--- src/rtl/vfd_pkg.sv ---
// vfd_pkg: shared types and constants of the variable-length frame deframer
// holds result codes, parser phase encoding, result struct and csr map
// no dependencies

package vfd_pkg;

   localparam int unsigned ByteWidth    = 8;
   localparam int unsigned TypeWidth    = 4;
   localparam int unsigned KindWidth    = 3;
   localparam int unsigned LenWidth     = 28;
   localparam int unsigned GroupBits    = 7;
   // wide enough for the accumulated length plus one shifted group
   localparam int unsigned LenSumWidth  = LenWidth + GroupBits + 1;
   localparam int unsigned ShiftWidth   = 6;
   localparam int unsigned MaskWidth    = 16;
   localparam int unsigned CsrDataWidth = 32;
   localparam int unsigned CsrAddrWidth = 1;

   localparam logic [LenWidth-1:0]     LenMax          = '1;
   localparam logic [MaskWidth-1:0]    TypeMaskReset   = 16'hE004;
   localparam logic [CsrAddrWidth-1:0] AddrAllowedMask = 1'b0;

   typedef enum logic [KindWidth-1:0] {
      KIND_HEAD     = 3'd0,
      KIND_DATA     = 3'd1,
      KIND_EMPTY    = 3'd2,
      KIND_BADTYPE  = 3'd3,
      KIND_OVERFLOW = 3'd4
   } kind_type;

   typedef enum logic [2:0] {
      PH_IDLE = 3'b001,
      PH_LEN  = 3'b010,
      PH_PAY  = 3'b100
   } phase_type;

   typedef struct packed {
      kind_type                kind;
      logic [TypeWidth-1:0]    msg_type;
      logic [ByteWidth-1:0]    data_byte;
      logic                    frame_last;
      logic [LenWidth-1:0]     frame_length;
      logic                    chunk_done;
   } result_type;

endpackage

--- src/rtl/vfd_req_if.sv ---
// vfd_req_if: byte input channel of the deframer, valid/ready handshake
// depends on vfd_pkg for field widths

interface vfd_req_if;
   logic                             valid;
   logic                             ready;
   logic [vfd_pkg::ByteWidth-1:0]    rx_byte;
   logic                             chunk_end;

   modport source (output valid, output rx_byte, output chunk_end, input ready);
   modport sink   (input valid, input rx_byte, input chunk_end, output ready);
endinterface

--- src/rtl/vfd_rsp_if.sv ---
// vfd_rsp_if: result channel of the deframer, valid/ready handshake
// depends on vfd_pkg for field widths

interface vfd_rsp_if;
   logic                             valid;
   logic                             ready;
   logic [vfd_pkg::KindWidth-1:0]    kind;
   logic [vfd_pkg::TypeWidth-1:0]    msg_type;
   logic [vfd_pkg::ByteWidth-1:0]    data_byte;
   logic                             frame_last;
   logic [vfd_pkg::LenWidth-1:0]     frame_length;
   logic                             chunk_done;

   modport source (output valid, output kind, output msg_type, output data_byte,
                   output frame_last, output frame_length, output chunk_done,
                   input ready);
   modport sink   (input valid, input kind, input msg_type, input data_byte,
                   input frame_last, input frame_length, input chunk_done,
                   output ready);
endinterface

--- src/rtl/vfd_csr.sv ---
// vfd_csr: apb-style register block holding the allowed message type mask
// depends on vfd_pkg for the register map and reset value

module vfd_csr (
   input  logic                                clock,
   input  logic                                reset,
   input  logic                                psel,
   input  logic                                penable,
   input  logic                                pwrite,
   input  logic [vfd_pkg::CsrAddrWidth-1:0]    paddr,
   input  logic [vfd_pkg::CsrDataWidth-1:0]    pwdata,
   output logic [vfd_pkg::CsrDataWidth-1:0]    prdata,
   output logic                                pready,
   output logic [vfd_pkg::MaskWidth-1:0]       type_mask
);

   logic [vfd_pkg::MaskWidth-1:0] mask_ff;
   logic [vfd_pkg::MaskWidth-1:0] mask_in;
   logic                          wr_hit;

   assign pready = 1'b1;
   assign wr_hit = psel && penable && pwrite && (paddr == vfd_pkg::AddrAllowedMask);

   always_comb begin
      mask_in = mask_ff;
      if (wr_hit) begin
         mask_in = pwdata[vfd_pkg::MaskWidth-1:0];
      end
   end

   always_ff @(posedge clock) begin
      if (reset) begin
         mask_ff <= vfd_pkg::TypeMaskReset;
      end else begin
         mask_ff <= mask_in;
      end
   end

   always_comb begin
      prdata = '0;
      unique case (paddr)
         vfd_pkg::AddrAllowedMask: begin
            prdata = {{(vfd_pkg::CsrDataWidth-vfd_pkg::MaskWidth){1'b0}}, mask_ff};
         end
         default: begin
            prdata = '0;
         end
      endcase
   end

   assign type_mask = mask_ff;

endmodule

--- src/rtl/vfd_parser.sv ---
// vfd_parser: frame parser state and the per-byte next-state/result logic
// depends on vfd_pkg for phase encoding, result codes and the result struct

module vfd_parser #(
   parameter int unsigned MAX_LEN_GROUPS = 4
) (
   input  logic                              clock,
   input  logic                              reset,
   input  logic                              take,
   input  logic [vfd_pkg::ByteWidth-1:0]     rx_byte,
   input  logic                              chunk_end,
   input  logic [vfd_pkg::MaskWidth-1:0]     type_mask,
   output vfd_pkg::result_type               result
);

   localparam int unsigned GroupIdxWidth = (MAX_LEN_GROUPS > 1) ? $clog2(MAX_LEN_GROUPS) : 1;
   localparam logic [GroupIdxWidth-1:0] LastGroup = GroupIdxWidth'(MAX_LEN_GROUPS - 1);

   vfd_pkg::phase_type                 phase_ff,  phase_in;
   logic [vfd_pkg::TypeWidth-1:0]      type_ff,   type_in;
   logic [vfd_pkg::LenWidth-1:0]       accum_ff,  accum_in;
   logic [GroupIdxWidth-1:0]           gidx_ff,   gidx_in;
   logic [vfd_pkg::LenWidth-1:0]       count_ff,  count_in;

   logic [vfd_pkg::ShiftWidth-1:0]     shamt;
   logic [vfd_pkg::LenSumWidth-1:0]    len_sum;
   logic [vfd_pkg::LenWidth-1:0]       len_sat;
   logic [vfd_pkg::LenWidth-1:0]       count_inc;
   logic [vfd_pkg::TypeWidth-1:0]      hdr_type;

   // length group arithmetic: add the next 7-bit group at its place, saturate
   assign shamt    = vfd_pkg::ShiftWidth'(gidx_ff * vfd_pkg::GroupBits);
   assign len_sum  = vfd_pkg::LenSumWidth'(accum_ff)
                   + (vfd_pkg::LenSumWidth'(rx_byte[vfd_pkg::GroupBits-1:0]) << shamt);
   assign len_sat  = (len_sum > vfd_pkg::LenSumWidth'(vfd_pkg::LenMax))
                   ? vfd_pkg::LenMax : len_sum[vfd_pkg::LenWidth-1:0];
   assign count_inc = count_ff + 1'b1;
   assign hdr_type  = rx_byte[vfd_pkg::ByteWidth-1:vfd_pkg::ByteWidth-vfd_pkg::TypeWidth];

   always_comb begin
      phase_in = phase_ff;
      type_in  = type_ff;
      accum_in = accum_ff;
      gidx_in  = gidx_ff;
      count_in = count_ff;

      result.kind         = vfd_pkg::KIND_HEAD;
      result.msg_type     = type_ff;
      result.data_byte    = '0;
      result.frame_last   = 1'b0;
      result.frame_length = accum_ff;
      result.chunk_done   = chunk_end;

      unique case (phase_ff)
         vfd_pkg::PH_LEN: begin
            result.frame_length = len_sat;
            accum_in            = len_sat;
            if (rx_byte[vfd_pkg::ByteWidth-1]) begin
               if (gidx_ff == LastGroup) begin
                  // continuation past the last allowed group
                  result.kind = vfd_pkg::KIND_OVERFLOW;
                  phase_in    = vfd_pkg::PH_IDLE;
                  type_in     = '0;
                  accum_in    = '0;
                  gidx_in     = '0;
                  count_in    = '0;
               end else begin
                  gidx_in = gidx_ff + 1'b1;
               end
            end else if (len_sat == '0) begin
               result.kind       = vfd_pkg::KIND_EMPTY;
               result.frame_last = 1'b1;
               phase_in          = vfd_pkg::PH_IDLE;
               type_in           = '0;
               accum_in          = '0;
               gidx_in           = '0;
               count_in          = '0;
            end else begin
               phase_in = vfd_pkg::PH_PAY;
               count_in = '0;
            end
         end
         vfd_pkg::PH_PAY: begin
            result.kind      = vfd_pkg::KIND_DATA;
            result.data_byte = rx_byte;
            count_in         = count_inc;
            if (count_inc >= accum_ff) begin
               result.frame_last = 1'b1;
               phase_in          = vfd_pkg::PH_IDLE;
               type_in           = '0;
               accum_in          = '0;
               gidx_in           = '0;
               count_in          = '0;
            end
         end
         default: begin
            // header byte; unused phase codes behave as idle
            result.msg_type     = hdr_type;
            result.frame_length = '0;
            accum_in            = '0;
            gidx_in             = '0;
            count_in            = '0;
            if (type_mask[hdr_type]) begin
               phase_in = vfd_pkg::PH_LEN;
               type_in  = hdr_type;
            end else begin
               result.kind = vfd_pkg::KIND_BADTYPE;
               phase_in    = vfd_pkg::PH_IDLE;
               type_in     = '0;
            end
         end
      endcase
   end

   always_ff @(posedge clock) begin
      if (reset) begin
         phase_ff <= vfd_pkg::PH_IDLE;
         type_ff  <= '0;
         accum_ff <= '0;
         gidx_ff  <= '0;
         count_ff <= '0;
      end else if (take) begin
         phase_ff <= phase_in;
         type_ff  <= type_in;
         accum_ff <= accum_in;
         gidx_ff  <= gidx_in;
         count_ff <= count_in;
      end
   end

endmodule

--- src/rtl/vfd_out_stage.sv ---
// vfd_out_stage: result register with valid, decoupling the parser from the sink
// depends on vfd_pkg for the result struct

module vfd_out_stage (
   input  logic                  clock,
   input  logic                  reset,
   input  logic                  load,
   input  vfd_pkg::result_type   result_in,
   input  logic                  sink_ready,
   output logic                  out_valid,
   output logic                  can_load,
   output vfd_pkg::result_type   result_out
);

   logic                 valid_ff;
   logic                 valid_in;
   vfd_pkg::result_type  data_ff;

   // a new result may enter when the register is empty or drains this cycle
   assign can_load = !valid_ff || sink_ready;

   always_comb begin
      valid_in = valid_ff;
      if (load) begin
         valid_in = 1'b1;
      end else if (sink_ready) begin
         valid_in = 1'b0;
      end
   end

   always_ff @(posedge clock) begin
      if (reset) begin
         valid_ff <= 1'b0;
      end else begin
         valid_ff <= valid_in;
      end
   end

   always_ff @(posedge clock) begin
      if (load) begin
         data_ff <= result_in;
      end
   end

   assign out_valid  = valid_ff;
   assign result_out = data_ff;

endmodule

--- src/rtl/varlen_frame_deframer_core.sv ---
// varlen_frame_deframer_core: top level of the byte-serial frame deframer
// depends on vfd_pkg, vfd_req_if, vfd_rsp_if, vfd_csr, vfd_parser, vfd_out_stage

// Parses a received byte stream one byte per transfer into frames made of a
// header byte (message type in the top nibble, checked against the
// allowed_type_mask register), a length sent as 7-bit groups least
// significant first with bit 7 marking a following group, and that many
// payload bytes. Every input transfer yields exactly one result transfer:
// header/length bytes report kind 0, payload bytes are streamed out as kind 1
// with frame_last on the final one, a zero length reports kind 2, a disabled
// type reports kind 3, and more than MAX_LEN_GROUPS length groups report
// kind 4; the last two return the parser to idle. Throughput is one byte per
// clock: each byte is handled by one pass of the parser logic into a single
// result register, and the input stays ready while that register is empty or
// being emptied, so a result is valid in the cycle after its input transfer.
// The mask register sits at byte address 0 of the apb-style port and should
// only be written while no frame is in progress.

module varlen_frame_deframer_core #(
   parameter int unsigned MAX_LEN_GROUPS = 4
) (
   input  logic                                clock,
   input  logic                                reset,
   vfd_req_if.sink                             req_bus,
   vfd_rsp_if.source                           rsp_bus,
   input  logic                                psel,
   input  logic                                penable,
   input  logic                                pwrite,
   input  logic [vfd_pkg::CsrAddrWidth-1:0]    paddr,
   input  logic [vfd_pkg::CsrDataWidth-1:0]    pwdata,
   output logic [vfd_pkg::CsrDataWidth-1:0]    prdata,
   output logic                                pready
);

   logic [vfd_pkg::MaskWidth-1:0] type_mask;
   logic                          can_load;
   logic                          take;
   vfd_pkg::result_type           parse_result;
   vfd_pkg::result_type           held_result;

   // configuration registers
   vfd_csr u_csr (
      .clock     (clock),
      .reset     (reset),
      .psel      (psel),
      .penable   (penable),
      .pwrite    (pwrite),
      .paddr     (paddr),
      .pwdata    (pwdata),
      .prdata    (prdata),
      .pready    (pready),
      .type_mask (type_mask)
   );

   // input transfer happens whenever the result register can take a new entry
   assign req_bus.ready = can_load;
   assign take          = req_bus.valid && can_load;

   // frame parser: state registers plus next-state logic for one byte
   vfd_parser #(
      .MAX_LEN_GROUPS (MAX_LEN_GROUPS)
   ) u_parser (
      .clock     (clock),
      .reset     (reset),
      .take      (take),
      .rx_byte   (req_bus.rx_byte),
      .chunk_end (req_bus.chunk_end),
      .type_mask (type_mask),
      .result    (parse_result)
   );

   // result register toward the sink
   vfd_out_stage u_out (
      .clock      (clock),
      .reset      (reset),
      .load       (take),
      .result_in  (parse_result),
      .sink_ready (rsp_bus.ready),
      .out_valid  (rsp_bus.valid),
      .can_load   (can_load),
      .result_out (held_result)
   );

   // unpack the held result onto the channel fields
   assign rsp_bus.kind         = held_result.kind;
   assign rsp_bus.msg_type     = held_result.msg_type;
   assign rsp_bus.data_byte    = held_result.data_byte;
   assign rsp_bus.frame_last   = held_result.frame_last;
   assign rsp_bus.frame_length = held_result.frame_length;
   assign rsp_bus.chunk_done   = held_result.chunk_done;

endmodule
--- src/flat_wrapper.sv ---
// flat-port wrapper written by rule: the top's interface ports become plain ports
module varlen_frame_deframer_core_flat 
#(
   parameter int unsigned MAX_LEN_GROUPS = 4
)
  (clock, reset, psel, penable, pwrite, paddr, pwdata, prdata, pready, req_bus_valid, req_bus_rx_byte, req_bus_chunk_end, req_bus_ready, rsp_bus_valid, rsp_bus_kind, rsp_bus_msg_type, rsp_bus_data_byte, rsp_bus_frame_last, rsp_bus_frame_length, rsp_bus_chunk_done, rsp_bus_ready);
  vfd_req_if req_bus_i ();
  vfd_rsp_if rsp_bus_i ();
  input  logic clock;
  input  logic reset;
  input  logic psel;
  input  logic penable;
  input  logic pwrite;
  input  logic [vfd_pkg::CsrAddrWidth-1:0] paddr;
  input  logic [vfd_pkg::CsrDataWidth-1:0] pwdata;
  output logic [vfd_pkg::CsrDataWidth-1:0] prdata;
  output logic pready;
  input wire logic [$bits(req_bus_i.valid)-1:0] req_bus_valid;
  input wire logic [$bits(req_bus_i.rx_byte)-1:0] req_bus_rx_byte;
  input wire logic [$bits(req_bus_i.chunk_end)-1:0] req_bus_chunk_end;
  output wire logic [$bits(req_bus_i.ready)-1:0] req_bus_ready;
  output wire logic [$bits(rsp_bus_i.valid)-1:0] rsp_bus_valid;
  output wire logic [$bits(rsp_bus_i.kind)-1:0] rsp_bus_kind;
  output wire logic [$bits(rsp_bus_i.msg_type)-1:0] rsp_bus_msg_type;
  output wire logic [$bits(rsp_bus_i.data_byte)-1:0] rsp_bus_data_byte;
  output wire logic [$bits(rsp_bus_i.frame_last)-1:0] rsp_bus_frame_last;
  output wire logic [$bits(rsp_bus_i.frame_length)-1:0] rsp_bus_frame_length;
  output wire logic [$bits(rsp_bus_i.chunk_done)-1:0] rsp_bus_chunk_done;
  input wire logic [$bits(rsp_bus_i.ready)-1:0] rsp_bus_ready;
  assign req_bus_i.valid = req_bus_valid;
  assign req_bus_i.rx_byte = req_bus_rx_byte;
  assign req_bus_i.chunk_end = req_bus_chunk_end;
  assign req_bus_ready = req_bus_i.ready;
  assign rsp_bus_valid = rsp_bus_i.valid;
  assign rsp_bus_kind = rsp_bus_i.kind;
  assign rsp_bus_msg_type = rsp_bus_i.msg_type;
  assign rsp_bus_data_byte = rsp_bus_i.data_byte;
  assign rsp_bus_frame_last = rsp_bus_i.frame_last;
  assign rsp_bus_frame_length = rsp_bus_i.frame_length;
  assign rsp_bus_chunk_done = rsp_bus_i.chunk_done;
  assign rsp_bus_i.ready = rsp_bus_ready;
  varlen_frame_deframer_core #(.MAX_LEN_GROUPS(MAX_LEN_GROUPS)) u_core (.clock(clock), .reset(reset), .req_bus(req_bus_i), .rsp_bus(rsp_bus_i), .psel(psel), .penable(penable), .pwrite(pwrite), .paddr(paddr), .pwdata(pwdata), .prdata(prdata), .pready(pready));
endmodule
--- config.mk ---
export PLATFORM = sky130hd
export DESIGN_NAME = varlen_frame_deframer_core_flat
export DESIGN_NICKNAME = d
export VERILOG_FILES = /design/src/rtl/vfd_pkg.sv /design/src/rtl/vfd_req_if.sv /design/src/rtl/vfd_rsp_if.sv /design/src/rtl/vfd_csr.sv /design/src/rtl/vfd_parser.sv /design/src/rtl/vfd_out_stage.sv /design/src/rtl/varlen_frame_deframer_core.sv /design/src/flat_wrapper.sv
export SDC_FILE = /design/constraint.sdc
export NUM_CORES = 1
export LEC_CHECK = 0
export ABC_CLOCK_PERIOD_IN_PS = 4500
export BUFFER_PORTS_ARGS = -buffer_cell sky130_fd_sc_hd__buf_2
export CAP_MARGIN = 20
export CORE_ASPECT_RATIO = 0.5
export CORE_UTILIZATION = 54
export CTS_BUF_LIST = sky130_fd_sc_hd__clkbuf_2 sky130_fd_sc_hd__clkbuf_4 sky130_fd_sc_hd__clkbuf_8
export DETAILED_ROUTE_END_ITERATION = 8
export PLACE_DENSITY_LB_ADDON = 0.15
export RECOVER_POWER = 25
export SYNTH_ARGS = -nofsm -noshare
export SYNTH_HDL_FRONTEND = slang
export SYNTH_SLANG_ARGS = --single-unit
export TNS_END_PERCENT = 50
--- constraint.sdc ---
create_clock -name clock -period 4.5 [get_ports clock]
set_input_delay 0.225 -clock clock [delete_from_list [all_inputs] [get_ports clock]]
set_output_delay 0.225 -clock clock [all_outputs]
set_load 0.1 [all_outputs]
Yosys cells after proc, flatten, opt, wreduce, memory -nomap -nowiden
Cells that the tools add are included.
- mux-type cells: 43
- bitwise logic cells: 1
- add/subtract/negate cells: 3
- shift-type cells: 1
- $mul: 1
- order comparisons: 3
- reduce and logical (&&, ||, !) cells: 14
- equality and inequality tests: 6
- operator list (operator ; number):
    $mux W28 ; 8
    $pmux W28 S2 ; 3
    $add A28 B36 Y36 ; 1
    $gt A36 B28 Y1 const B ; 1
    $shl A7 B5 Y36 ; 1
    $add A28 B1 Y28 const B ; 1
    $ge A28 B28 Y1 ; 1
    $logic_not A28 Y1 ; 1
    $mux W4 ; 6
    $mux W3 ; 6
    $mux W16 ; 1
    $mux W2 ; 7
    $pmux W3 S2 ; 2
    $pmux W4 S2 ; 1
    $mux W1 ; 6
    $ne A3 B3 Y1 const B ; 2
    $reduce_and A3 Y1 ; 2
    $lt A4 B5 Y1 const B ; 1
    $mul A2 B3 Y5 const B ; 1
    $bmux W1 S4 ; 1
    $logic_and A1 B1 Y1 ; 4
    $pmux W2 S2 ; 1
    $reduce_and A2 Y1 ; 2
    $reduce_and A4 Y1 ; 1
    other kinds (11) ; 11
- output and inout bits: 80
- input bits: 49
- flip-flop bits (word level): 127
- logic and storage cells: 85

Longest topological paths before layout
- depth in word-level cells: 9
- depth in mapped cells: 20
- mapped depth without buffers: 18

By module
A second synthesis with hierarchy kept.
- cells, all modules: 994
- area, all modules: 8647.0 µm²
- modules (own cells, without submodules) (module ; area an instance (µm²) ; cells an instance ; times used ; sequential area each (µm²)):
    vfd_parser ; 6276.0 ; 838 ; 1 ; 1301.2
    vfd_out_stage ; 1397.6 ; 49 ; 1 ; 1371.3
    vfd_csr ; 967.2 ; 106 ; 1 ; 320.3
    varlen_frame_deframer_core ; 6.3 ; 1 ; 1 ; 0.0

Worst setup path before layout
Ideal clock, no wire load.
- path kind: flip-flop to flip-flop
- start point: reg u_core.u_parser.count_ff[4] in the netlist's numbering
- end point: reg u_core.u_parser.accum_ff[11] in the netlist's numbering
- setup time: 0.074 ns
- buffers on the path: 3
- period minus slack after synthesis: 4.381 ns
- data required time: 4.426 ns
- cell stages (with the launch flop): 21
- data arrival time: 4.306 ns
- path slack: 0.119 ns
- cell sequence: dfxtp_1 clkbuf_1 and4_1 nand3_1 nor3_1 nand2_1 nor2_1 nand3_1 xnor2_1 ha_1 a21o_1 a211oi_1 o21ai_0 o2111ai_1 o211ai_1 or2_2 clkbuf_1 a21oi_1 clkbuf_1 nand2_1 o21ai_0
- cells in the longest elaborated chain, start to end: 4
- ends and longest elaborated chain (what ; line ; RTL):
    from (decl) ; vfd_parser.sv:23 ; logic [vfd_pkg::LenWidth-1:0] count_ff, count_in;
    from (signal assigned) ; vfd_parser.sv:127 ; count_ff <= count_in;
    $add A28 B1 Y28 ; vfd_parser.sv:37 ; assign count_inc = count_ff + 1'b1;
    $ge A28 B28 Y1 ; vfd_parser.sv:87 ; if (count_inc >= accum_ff) begin
    $ne A2 B2 Y1 (no source line) ; - ;
    $reduce_and A2 Y1 (no source line) ; - ;
    to (signal assigned) ; vfd_parser.sv:125 ; accum_ff <= accum_in;
    to (decl) ; vfd_parser.sv:21 ; logic [vfd_pkg::LenWidth-1:0] accum_ff, accum_in;
Every way passes these cells.
A chain may end at the register's enable or synchronous reset.

Worst setup path after layout
- start point: reg u_core.u_parser.gidx_ff[0]
- end point: reg u_core.u_parser.gidx_ff[0]
- cells in the longest elaborated chain, start to end: 8
- elaborated cells between the ends (all ways): 13
- classes of those cells: 2 x add/sub; 1 x mul; 1 x order compare; 2 x eq/ne; 1 x shift; 4 x mux; 2 x reduce/logical
- ends and longest elaborated chain (what ; line ; RTL):
    from (decl) ; vfd_parser.sv:22 ; logic [GroupIdxWidth-1:0] gidx_ff, gidx_in;
    from (signal assigned) ; vfd_parser.sv:126 ; gidx_ff <= gidx_in;
    $mul A2 B3 Y5 ; vfd_parser.sv:32 ; assign shamt = vfd_pkg::ShiftWidth'(gidx_ff * vfd_pkg::GroupBits);
    $shl A7 B5 Y36 ; vfd_parser.sv:34 ; + (vfd_pkg::LenSumWidth'(rx_byte[vfd_pkg::GroupBits-1:0]) << shamt);
    $add A28 B36 Y36 ; vfd_parser.sv:34 ;
    $gt A36 B28 Y1 ; vfd_parser.sv:35 ; assign len_sat = (len_sum > vfd_pkg::LenSumWidth'(vfd_pkg::LenMax))
    $mux W28 ; vfd_parser.sv:36 ; ? vfd_pkg::LenMax : len_sum[vfd_pkg::LenWidth-1:0];
    $logic_not A28 Y1 ; vfd_parser.sv:70 ; end else if (len_sat == '0) begin
    $ne A3 B3 Y1 (no source line) ; - ;
    $reduce_and A3 Y1 (no source line) ; - ;
Several ways; a longest one is shown, not always the timed one.

==> reports/metrics.cfg <==
[floorplan]
ios = 129
coreArea_um2 = 15500
die_w_um = 181
start_util_pct = 55.7
die_h_um = 91.4
std_cell_rows = 32
dieArea_um2 = 16500

[timing]
period_minus_slack_ps = 4230
worst_pin_slew_ps = 1200
final-setup-viol-count = 0
slew_violations = 0
max_freq_mhz = 236
hold_viol = 0
setup_ws_ps = 266
skew_ps = 19.5
tns_ps = 0
period_share_pct = 94.1
relSlewSlack_pct = 20.4

[routing]
routed_wl_mm = 25.0
wl_met2_mm = 10.7
topRoutingLayerUsed = met4
drtIter0Drc = 827
vias_per_cell = 5.96
route.met3.wl_mm = 1.72
wl_met1_mm = 12.1
drc = 0
ant_nets = 0
firstDrtPassIters = 5
vias = 8035
wl_per_cell_um = 18.5

[grt]
grt_max_degree = 52
overflow = 0
grt_pass1_vias = 7349
grt_antenna_before_repair = 0
track_usage_pct = 30.5
grt_pass1_wl_mm = 38.9

[synth]
synth_cell_types = 71
synthTopCellsByCount = nand2_1 (145), dfxtp_1 (82), nor2_1 (80), o21ai_0 (71), a21oi_1 (70)
synth_edf_count = 45
ys_seq_area_share_pct = 34.7
synth_flop_cell = dfxtp_1
synth_warnings = 0
synth_area_leaders = dfxtp_1 (19%), edfxtp_1 (16%), ha_1 (8.4%), nand2_1 (6.3%), o21ai_0 (4.1%)
syn-cell-area_um2 = 8630
async_reset_ff_share_pct = 0
synthMostInstantiatedCell = nand2_1
syn_inst = 1032
synth_top_cell_by_area = dfxtp_1
postSynthRegisterBits = 127
postSynthAreaPerCell_um2 = 8.37
synth.top_cell.area_share_pct = 19.0

[critical_path]
critPathKind = register to register
endpoint_kind = register
cp.arrival_ps = 4550
worstPathRequired_ps = 4810
cp_max_fo = 13
setup.worst_path.start_class = register

[cts]
root_buffer = clkbuf_8
htree_levels = 4
cts_made_buffers = 17
cts_tree = done
cts_setup_buffers = 0
ctsLongestPathBuffers = 2
clk_pin_slew_ps = 80
insertion_delay_ps = 450
cts.sinks = 127

[flow_run]
cap_violations = 0

[finish]
finalNetCount = 1239
area_delta_synth_final_pct = 13.3
drive_above_1_share_pct = 14.2
antenna_cells = 0

[placement]
dp_hpwl_mm = 18.7
routabilityCongestion = 0.969
portBuffers = 95
dp_slack_ps = 64.7

[pwr]
p_leak_nw = 3.95
pwr_density_cell_nw_per_um2 = 271
ir_worst_vdd_uv = 153

[hold_path]
worst_hold_path_type = primary input to register

[status]
status = complete, no violations

[cells by family after synthesis]
group | share of synthesized area, %
compound gates | 21.3
buf+inv | 5.43
simple gates | 22.8
fa+ha+maj | 8.64
other cells | 0.0870
xor+xnor | 4.87
mux | 2.17
flops | 34.7
[worst paths after layout]
path                               from                          to  slack [ps]  cells after the start
min reg2reg   u_core.u_csr.type_mask[1]   u_core.u_csr.type_mask[1]         470                      2
max          u_core.u_parser.gidx_ff[0]  u_core.u_parser.gidx_ff[0]         270                     12
max reg2reg  u_core.u_parser.gidx_ff[0]  u_core.u_parser.gidx_ff[0]         270                     12
min                       req_bus_valid      u_core.u_out.out_valid          20                      3
[through the flow]
stage          hold WS (ps)  utilization (%)  cells  instance area [µm²]  total power (W)
6_report               18.5             63.1   1348                 9780          0.00266
5_1_grt                18.2             63.1   1348                 9780          0.00274
4_1_cts               0.120             63.2   1348                 9790          0.00267
3_5_place_dp            414             60.0   1304                 9290          0.00170
3_3_place_gp            410             59.9   1303                 9280          0.00169
2_1_floorplan           324                -   1047                 8690          0.00162
[layout make-up]
| cell class | instances | area [µm²] |
|---|---|---|
| clock buffer | 17 | 234 |
| tap | 204 | 255 |
| clock inverter | 15 | 148 |
| sequential | 127 | 2990 |
| multi-input combinational | 819 | 5280 |
| inverter | 35 | 131 |
| fill | 1355 | 5710 |
| timing repair buffer | 131 | 741 |
[worst max-delay path: stages, from the launching register on]
cell and delay (ps):
dfxtp_1 330, buf_4 190, nor2b_1 370, and2_1 200, ha_1 340, nand4_1 250
a211oi_1 440, nor2_2 70, xnor2_1 150, or4_1 540, or4_4 450, nor4_4 570
o211ai_1 170
[report_power, final]
| group | leakage (nW) | switching [W] | total, W | internal (W) |
|---|---|---|---|---|
| clock | 0.192 | 0.000566 | 0.000978 | 0.000412 |
| sequential | 1.11 | 0.0000138 | 0.00123 | 0.00122 |
| combinational | 2.65 | 0.000373 | 0.000445 | 0.0000720 |
[what timing repair did]
item,4_1_cts,5_1_grt
resized for setup,0,10
hold buffers,12,0
setup endpoints to repair,0,44
endpoints found under the hold margin,12,0
[registers in the layout (all words and copies together), names as in the netlist]
name and cells:
u_core.u_out.result_out 45, u_core.u_parser.accum_ff 28, u_core.u_parser.count_ff 28, u_core.u_csr.type_mask 16
u_core.u_parser.type_ff 4, u_core.u_parser.phase_ff 3, u_core.u_parser.gidx_ff 2, u_core.u_out.out_valid 1
[cell usage in the layout, fill, tap and decap left out, types with 12 or more instances in the layout]
master	instances
a21oi_1	69
a22o_1	18
and2_1	29
and3_1	14
buf_2	63
buf_4	21
clkbuf_1	34
clkbuf_8	17
conb_1	17
dfxtp_1	81
dlygate4sd3_1	12
edfxtp_1	45
ha_1	58
inv_1	34
nand2_1	143
nand3_1	24
nand4_1	18
nor2_1	79
nor2b_1	23
nor3_1	14
o21ai_0	71
o22ai_1	15
xnor2_1	22
xor2_1	26
[metal layers]
metal | vias to the layer above | GRT usage, %
met4 | 0 | 9.69
met5 | - | 0
met2 | 317 | 45.9
met3 | 36 | 5.50
met1 | 3798 | 43.8
li1 | 3884 | -
(Power assumes the default switching activity.)
